File: src/rtl/tfi_pkg.sv
// ----------------------------------------------------------------------------
// tfi_pkg
// Shared constants, codes and controller/datapath interface types for the
// timestamp frame interpolator.
// ----------------------------------------------------------------------------
`timescale 1ns / 1ps
`default_nettype none

package tfi_pkg;

  // Log geometry
  localparam int LOG_DEPTH = 1024;
  localparam int IDX_W     = $clog2(LOG_DEPTH);
  localparam int CNT_W     = $clog2(LOG_DEPTH + 1);

  // Field widths
  localparam int TIME_W  = 63;
  localparam int FRAME_W = 40;
  localparam int OUT_W   = 48;
  localparam int FPN_W   = 32;
  localparam int BLK_W   = 17;
  localparam int CFG_W   = 40;
  localparam int ENTRY_W = TIME_W + FRAME_W;

  // Serial arithmetic
  localparam int WORD_W   = 64;
  localparam int PROD_W   = 2 * WORD_W;
  localparam int STEP_W   = $clog2(PROD_W);
  localparam logic [STEP_W-1:0] MUL_LAST = STEP_W'(WORD_W - 1);
  localparam logic [STEP_W-1:0] DIV_LAST = STEP_W'(PROD_W - 1);

  // Register reset values
  localparam logic [FPN_W-1:0]   FPN_RESET     = FPN_W'(206158);
  localparam logic [BLK_W-1:0]   BLK_RESET     = BLK_W'(1024);
  localparam logic [FRAME_W-1:0] MAX_RESET     = FRAME_W'(28800000);
  localparam logic [BLK_W-1:0]   DEFAULT_BLOCK = BLK_W'(1024);

  typedef enum logic [1:0] {
    OP_STAMP = 2'd0,
    OP_QUERY = 2'd1,
    OP_CLEAR = 2'd2
  } op_t;

  typedef enum logic [1:0] {
    CFG_FPN = 2'd0,
    CFG_BLK = 2'd1,
    CFG_MAX = 2'd2
  } cfg_idx_t;

  typedef enum logic [2:0] {
    RD_ZERO,
    RD_LAST,
    RD_MID,
    RD_LO,
    RD_HI
  } rd_sel_t;

  typedef enum logic [2:0] {
    BND_NONE,
    BND_FIRST,
    BND_LAST,
    BND_FULL,
    BND_NARROW
  } bound_t;

  typedef enum logic [4:0] {
    S_IDLE,
    S_EXEC,
    S_RD0,
    S_CK0,
    S_RDL,
    S_CKL,
    S_SRD,
    S_SCK,
    S_RDA,
    S_RDB,
    S_LATB,
    S_SETS,
    S_SETP,
    S_MUL,
    S_DIV,
    S_RND,
    S_COMB
  } state_t;

  typedef struct packed {
    logic    accept;
    logic    exec;
    rd_sel_t rd_sel;
    bound_t  bound;
    logic    lat_a;
    logic    lat_b;
    logic    setup_single;
    logic    setup_pair;
    logic    mul_step;
    logic    div_step;
    logic    rnd;
    logic    emit_query;
  } cmd_t;

  typedef struct packed {
    logic [1:0] op;
    logic       count_zero;
    logic       count_one;
    logic       t_le_rd;
    logic       t_ge_rd;
    logic       span_gt1;
    logic       dmag_zero;
    logic       step_zero;
    logic       single;
  } stat_t;

endpackage

`default_nettype wire

File: src/rtl/tfi_ctrl.sv
// ----------------------------------------------------------------------------
// tfi_ctrl
// Sequencer: dispatches each transaction, walks the binary search and
// steps the shared serial multiply and divide.
// ----------------------------------------------------------------------------
`timescale 1ns / 1ps
`default_nettype none

module tfi_ctrl
  import tfi_pkg::*;
(
  input  wire logic  clk,
  input  wire logic  rst,
  input  wire logic  start,
  input  stat_t      stat,
  output cmd_t       cmd,
  output logic       busy
);

  state_t state, state_next;

  // State register
  always_ff @(posedge clk) begin
    if (rst) begin
      state <= S_IDLE;
    end else begin
      state <= state_next;
    end
  end

  // Next state
  always_comb begin
    state_next = state;
    case (state)
      S_IDLE: if (start) state_next = S_EXEC;
      S_EXEC: begin
        if (stat.op == OP_QUERY && !stat.count_zero) state_next = S_RD0;
        else state_next = S_IDLE;
      end
      S_RD0: state_next = S_CK0;
      S_CK0: begin
        if (stat.count_one) state_next = S_SETS;
        else if (stat.t_le_rd) state_next = S_RDA;
        else state_next = S_RDL;
      end
      S_RDL: state_next = S_CKL;
      S_CKL: state_next = stat.t_ge_rd ? S_RDA : S_SRD;
      S_SRD: state_next = stat.span_gt1 ? S_SCK : S_RDA;
      S_SCK: state_next = S_SRD;
      S_RDA: state_next = S_RDB;
      S_RDB: state_next = S_LATB;
      S_LATB: state_next = S_SETP;
      S_SETS: state_next = S_MUL;
      S_SETP: state_next = stat.dmag_zero ? S_COMB : S_MUL;
      S_MUL: begin
        if (stat.step_zero) state_next = stat.single ? S_RND : S_DIV;
      end
      S_DIV: if (stat.step_zero) state_next = S_RND;
      S_RND: state_next = S_COMB;
      S_COMB: state_next = S_IDLE;
      default: state_next = S_IDLE;
    endcase
  end

  // Datapath commands
  always_comb begin
    cmd = '0;
    cmd.rd_sel = RD_ZERO;
    cmd.bound = BND_NONE;
    case (state)
      S_IDLE: cmd.accept = start;
      S_EXEC: cmd.exec = 1'b1;
      S_RD0: cmd.rd_sel = RD_ZERO;
      S_CK0: begin
        if (stat.count_one) cmd.lat_a = 1'b1;
        else if (stat.t_le_rd) cmd.bound = BND_FIRST;
      end
      S_RDL: cmd.rd_sel = RD_LAST;
      S_CKL: cmd.bound = stat.t_ge_rd ? BND_LAST : BND_FULL;
      S_SRD: cmd.rd_sel = RD_MID;
      S_SCK: cmd.bound = BND_NARROW;
      S_RDA: cmd.rd_sel = RD_LO;
      S_RDB: begin
        cmd.rd_sel = RD_HI;
        cmd.lat_a = 1'b1;
      end
      S_LATB: cmd.lat_b = 1'b1;
      S_SETS: cmd.setup_single = 1'b1;
      S_SETP: cmd.setup_pair = 1'b1;
      S_MUL: cmd.mul_step = 1'b1;
      S_DIV: cmd.div_step = 1'b1;
      S_RND: cmd.rnd = 1'b1;
      S_COMB: cmd.emit_query = 1'b1;
      default: cmd = '0;
    endcase
  end

  assign busy = (state != S_IDLE);

endmodule

`default_nettype wire

File: config.mk
export PLATFORM = sky130hd
export DESIGN_NAME = tfi_ctrl
export DESIGN_NICKNAME = d
export VERILOG_FILES = /design/src/rtl/tfi_pkg.sv /design/src/rtl/tfi_ctrl.sv
export SDC_FILE = /design/constraint.sdc
export NUM_CORES = 1
export LEC_CHECK = 0
export ABC_AREA = 1
export BUFFER_PORTS_ARGS = -buffer_cell sky130_fd_sc_hd__buf_2
export CAP_MARGIN = 10
export CORE_UTILIZATION = 32
export DETAILED_ROUTE_END_ITERATION = 12
export GPL_TIMING_DRIVEN = 0
export SYNTH_ARGS = -nofsm -noshare
export SYNTH_HDL_FRONTEND = slang
export SYNTH_SLANG_ARGS = --single-unit
File: constraint.sdc
create_clock -name clk -period 1.65 [get_ports clk]
set_input_delay 0.33 -clock clk [delete_from_list [all_inputs] [get_ports clk]]
set_output_delay 0.33 -clock clk [all_outputs]
set_load 0.005 [all_outputs]
# Yosys cells after proc, flatten, opt, wreduce, memory -nomap -nowiden
# Cells that the tools add are included.
word_totals:
  word_cells: 53
  register_bits: 5
  output_inout_bits: 17
  inputBits: 13
op_classes:
  mux: 27
  reduce_logical: 5
  eq_ne: 20
ops:
  columns: ["op", "n"]
  rows:
  - ["one-hot mux 5 bit (16 select lines)", 1]
  - ["== test 5 x 4 -> 1 bit, second input constant", 8]
  - ["== test 5 x 3 -> 1 bit, second input constant", 4]
  - ["two-way mux 5 bit", 4]
  - ["two-way mux 4 bit", 4]
  - ["two-way mux 1 bit", 13]
  - ["one-hot mux 3 bit (4 select lines)", 1]
  - ["== test 5 x 2 -> 1 bit, second input constant", 2]
  - ["one-hot mux 3 bit (3 select lines)", 1]
  - ["inequality test 2 bit, second input constant", 3]
  - ["== test 5 x 1 -> 1 bit, second input constant", 1]
  - ["== test 5 bit, second input constant", 1]
  - ["logical NOT 5 bit", 1]
  - ["nonzero test 5 bit", 1]
  - ["two-way mux 3 bit", 1]
  - ["AND reduction 3 bit", 1]
  - ["== test 2 x 1 -> 1 bit, second input constant", 1]
  - ["two-way mux 2 bit", 1]
  - ["one-hot mux 1 bit (2 select lines)", 1]
  - ["logical AND 1 bit", 1]
  - ["logical NOT 1 bit", 1]

# Logic depth before layout (Yosys ltp)
depth:
  depth_word: 4
  ltp_mapped: 9
  depth_no_buf: 9

# Worst setup path before layout
# Ideal clock, no wire load.
synth_timing:
  path_type: "reg2out"
  startpoint: "register state[2]"
  endpoint: "output cmd[8] in the netlist's numbering"
  t_required_ns: 1.320
  n_path_buf: 0
  setup_slack_ns: 0.412
  stages_incl_launch_ff: 6
  arrival_ns: 0.908
  cell_sequence: "dfxtp_1 -> inv_2 -> nor2_2 -> inv_2 -> nor2_2 -> a32o_1"
synth_lines:
  columns: ["item", "line_no", "source"]
  rows:
  - ["from (decl)", "tfi_ctrl.sv:20", "state_t state, state_next;"]
  - ["from (signal assigned)", "tfi_ctrl.sv:27", "state <= state_next;"]
  - ["to (decl)", "tfi_ctrl.sv:16", "output cmd_t cmd,"]

==> run_summary.xml <==
<?xml version="1.0" encoding="UTF-8"?>
<metrics>
  <group name="place">
    <metric name="place_worst_setup_slack" unit="ns">0.268</metric>
    <metric name="buffer_ports.inserted" unit="">29</metric>
    <metric name="finalWeightedCongestion" unit="">0.873</metric>
    <metric name="hpwl" unit="um">1290</metric>
    <metric name="detailed_place.area" unit="um2">713</metric>
  </group>
  <group name="clock_network">
    <metric name="htreeDepth" unit="">1</metric>
    <metric name="clk_pin_slew_worst_paths" unit="ns">0.04</metric>
    <metric name="cts_root_cell" unit="">sky130_fd_sc_hd__clkbuf_4</metric>
    <metric name="numCtsBuffers" unit="">3</metric>
    <metric name="tritoncts" unit="">done</metric>
    <metric name="clkSinkCount" unit="">5</metric>
    <metric name="cts_setup_buffers" unit="">0</metric>
    <metric name="post_cts_resize_count" unit="">0</metric>
    <metric name="cts_buffer_depth" unit="">2</metric>
    <metric name="worst_skew_pair.late_latency" unit="ns">0.24</metric>
    <metric name="hold_buffers" unit="">0</metric>
  </group>
  <group name="worst_setup_path">
    <metric name="chain_of_cells_forming_the_critical_path" unit="">inv_2 -&gt; nand3_1 -&gt; nor2_2 -&gt; a32o_1 -&gt; buf_2</metric>
    <metric name="cp_top_family" unit="">flip-flops</metric>
    <metric name="kind_of_end_point_of_the_critical_path" unit="">output pin</metric>
    <metric name="worst_setup_path_start_kind" unit="">flip-flop</metric>
    <metric name="timing.critical_path.arrival" unit="ns">1.23</metric>
    <metric name="worst_r2r_path_depth" unit="">7</metric>
    <metric name="crit_type" unit="">flip-flop to output pin</metric>
    <metric name="critPathMaxFanout" unit="">6</metric>
    <metric name="crit_path_max_incr_delay" unit="ns">0.39</metric>
    <metric name="worstPathRequired" unit="ns">1.32</metric>
    <metric name="crit_buf_inv" unit="">2</metric>
    <metric name="critical_path.slowest_cell" unit="">sky130_fd_sc_hd__dfxtp_2</metric>
    <metric name="critical_path_depth" unit="">5</metric>
    <metric name="ff2ff_setup_slack" unit="ns">0.39</metric>
  </group>
  <group name="worst_hold_path">
    <metric name="hp-class" unit="">input pin to flip-flop</metric>
    <metric name="number_of_instances_on_the_worst_hold_path" unit="">2</metric>
  </group>
  <group name="floorplan">
    <metric name="design.portCount" unit="">30</metric>
    <metric name="core_area" unit="mm2">0.00156</metric>
    <metric name="floorplan.die.width" unit="um">43.4</metric>
    <metric name="num_rows" unit="">14</metric>
    <metric name="initial_utilization" unit="">0.352</metric>
    <metric name="fp.dieArea" unit="mm2">0.00188</metric>
    <metric name="die_height" unit="um">43.4</metric>
  </group>
  <group name="detailed_routing">
    <metric name="drt-total-wl" unit="um">1560</metric>
    <metric name="drc_violation_count_after_routing" unit="">6</metric>
    <metric name="routedWlPerCell" unit="um">10.0</metric>
    <metric name="firstDrtPassIters" unit="">8</metric>
    <metric name="via_per_inst" unit="">4.79</metric>
    <metric name="detail-route-antenna-nets" unit="">0</metric>
    <metric name="initialDrtViolationCount" unit="">39</metric>
    <metric name="dr_total_vias" unit="">748</metric>
  </group>
  <group name="yosys">
    <metric name="synth.area.mux_share" unit="">0</metric>
    <metric name="synth-xor-area-share" unit="">0</metric>
    <metric name="synth.net_count" unit="">120</metric>
    <metric name="largest_family_of_logic_cells_by_synthesized_area" unit="">simple AND/OR/NAND/NOR gates</metric>
    <metric name="synth_fa_ha_area_frac" unit="">0</metric>
    <metric name="postSynthAreaPerCell" unit="um2">5.12</metric>
    <metric name="ys_warn_count" unit="">0</metric>
    <metric name="synth-seq-cells" unit="">5</metric>
    <metric name="area_fraction_in_and_or_nand_and_nor_cells_after_synthesis" unit="">0.511</metric>
    <metric name="ys_seq_area_frac" unit="">0.183</metric>
    <metric name="count_of_mapped_cells_out_of_synthesis" unit="">107</metric>
    <metric name="yosys.cell_types.count" unit="">16</metric>
    <metric name="mappedNetlistArea" unit="um2">548</metric>
    <metric name="synth-compound-area-share" unit="">0.162</metric>
  </group>
  <group name="pwr">
    <metric name="power_density" unit="mW/mm2">451</metric>
    <metric name="ir_worst_vdd" unit="mV">0.309</metric>
    <metric name="total_leakage_power" unit="nW">0.481</metric>
  </group>
  <group name="run_status">
    <metric name="outcome" unit="">finished with violations</metric>
    <metric name="violations" unit="">DRC</metric>
  </group>
  <group name="job">
    <metric name="max_cap_viol_count" unit="">0</metric>
  </group>
  <group name="sta">
    <metric name="fin_setup_tns" unit="ns">0</metric>
    <metric name="fin_crit" unit="ns">1.56</metric>
    <metric name="layout_setup_ws" unit="ns">0.0869</metric>
    <metric name="rsz0062_at_grt" unit="">no</metric>
    <metric name="finalHoldViolations" unit="">0</metric>
    <metric name="timing.final.max_slew_violations" unit="">0</metric>
    <metric name="setup_viol" unit="">0</metric>
    <metric name="post-route-period-util" unit="">0.947</metric>
    <metric name="fin_hold_ws" unit="ns">0.315</metric>
    <metric name="maxSlewHeadroom" unit="">0.824</metric>
    <metric name="fmax" unit="MHz">640</metric>
    <metric name="timing_worst_slew_pin_value" unit="ns">0.263</metric>
    <metric name="timing.clock.skew" unit="ns">0.00298</metric>
  </group>
  <group name="global_route">
    <metric name="initial_antenna_violation_count" unit="">0</metric>
    <metric name="grt.total_usage" unit="">0.167</metric>
    <metric name="grt_remaining_overflow" unit="">0</metric>
    <metric name="grt_first_pass_wirelength" unit="um">2350</metric>
    <metric name="grt_max_degree" unit="">7</metric>
    <metric name="grt_pass1_vias" unit="">592</metric>
  </group>
  <group name="cells_and_area">
    <metric name="design.final.nets" unit="">154</metric>
    <metric name="mostFrequentLayoutCell" unit="">sky130_fd_sc_hd__buf_2</metric>
    <metric name="layout-drive-gt1-share" unit="">0.364</metric>
    <metric name="max_flop_register" unit="">state</metric>
    <metric name="antennaDiodeCount" unit="">0</metric>
    <metric name="area.growth.synth_to_final" unit="%">38.4</metric>
    <metric name="stdcell_area" unit="um2">758</metric>
    <metric name="biggestRegsByFlops" unit="">state (5)</metric>
    <metric name="layout_common_cells" unit="">29 x sky130_fd_sc_hd__buf_2, 23 x sky130_fd_sc_hd__nand2_1, 21 x sky130_fd_sc_hd__nor2_1, 16 x sky130_fd_sc_hd__inv_1, 9 x sky130_fd_sc_hd__nand3_1</metric>
    <metric name="flip_flop_count_of_the_largest_register_after_layout" unit="">5</metric>
  </group>
</metrics>
metal layers:
layer	global-route usage	part of all wire
met1	0.231	0.46
met2	0.248	0.49
met3	0.0250	0.049
met4	0.0938	0.0013
met5	0	0
path summary, 6_finish.rpt:
path                 start  endpoint
hold reg to reg   state[2]  state[4]
setup / recovery  state[4]    cmd[8]
hold / removal         rst  state[1]
setup reg to reg  state[1]  state[2]
kinds of logic after synthesis:
group                  count (synthesis)
AOI/OAI and AO/OA                     15
buffers and inverters                 21
DFF                                    5
and+or+nand+nor                       66
cells in the mapped netlist:
library cell,n,share of area
sky130_fd_sc_hd__o21ai_1,1,0.0091
sky130_fd_sc_hd__o211ai_1,2,0.027
sky130_fd_sc_hd__a21oi_2,1,0.016
sky130_fd_sc_hd__inv_2,5,0.034
sky130_fd_sc_hd__inv_1,16,0.11
sky130_fd_sc_hd__a32o_1,1,0.018
sky130_fd_sc_hd__nand2_1,23,0.16
sky130_fd_sc_hd__nor2_2,4,0.046
sky130_fd_sc_hd__nor3_1,4,0.037
sky130_fd_sc_hd__dfxtp_1,5,0.18
sky130_fd_sc_hd__nand2_2,1,0.011
sky130_fd_sc_hd__nor2_1,24,0.16
sky130_fd_sc_hd__o21ai_0,4,0.037
sky130_fd_sc_hd__nor3b_1,1,0.014
sky130_fd_sc_hd__nand3_1,9,0.082
sky130_fd_sc_hd__a21oi_1,6,0.055
power breakdown:
| group | switching, mW | internal (mW) | leakage [nW] |
|---|---|---|---|
| Clock | 0.0445 | 0.0910 | 0.0150 |
| Combinational | 0.0451 | 0.0310 | 0.423 |
| Sequential | 0.00499 | 0.125 | 0.0429 |
stage by stage:
stage | utilization | power, mW | cells
floorplan | - | 0.172 | 107
global placement | 0.457 | 0.204 | 152
detailed placement | 0.457 | 0.205 | 152
CTS | 0.474 | 0.347 | 156
global route | 0.486 | 0.369 | 156
finish | 0.486 | 0.342 | 156
cell type report:
| type | count | area, um2 |
|---|---|---|
| clock buffers | 4 | 26.3 |
| fillers | 160 | 801 |
| inverters | 21 | 78.8 |
| multi-input cells | 81 | 382 |
| flip-flops and latches | 5 | 106 |
| well taps | 16 | 20.0 |
| repair buffers | 29 | 145 |
(Power assumes the default switching activity.)
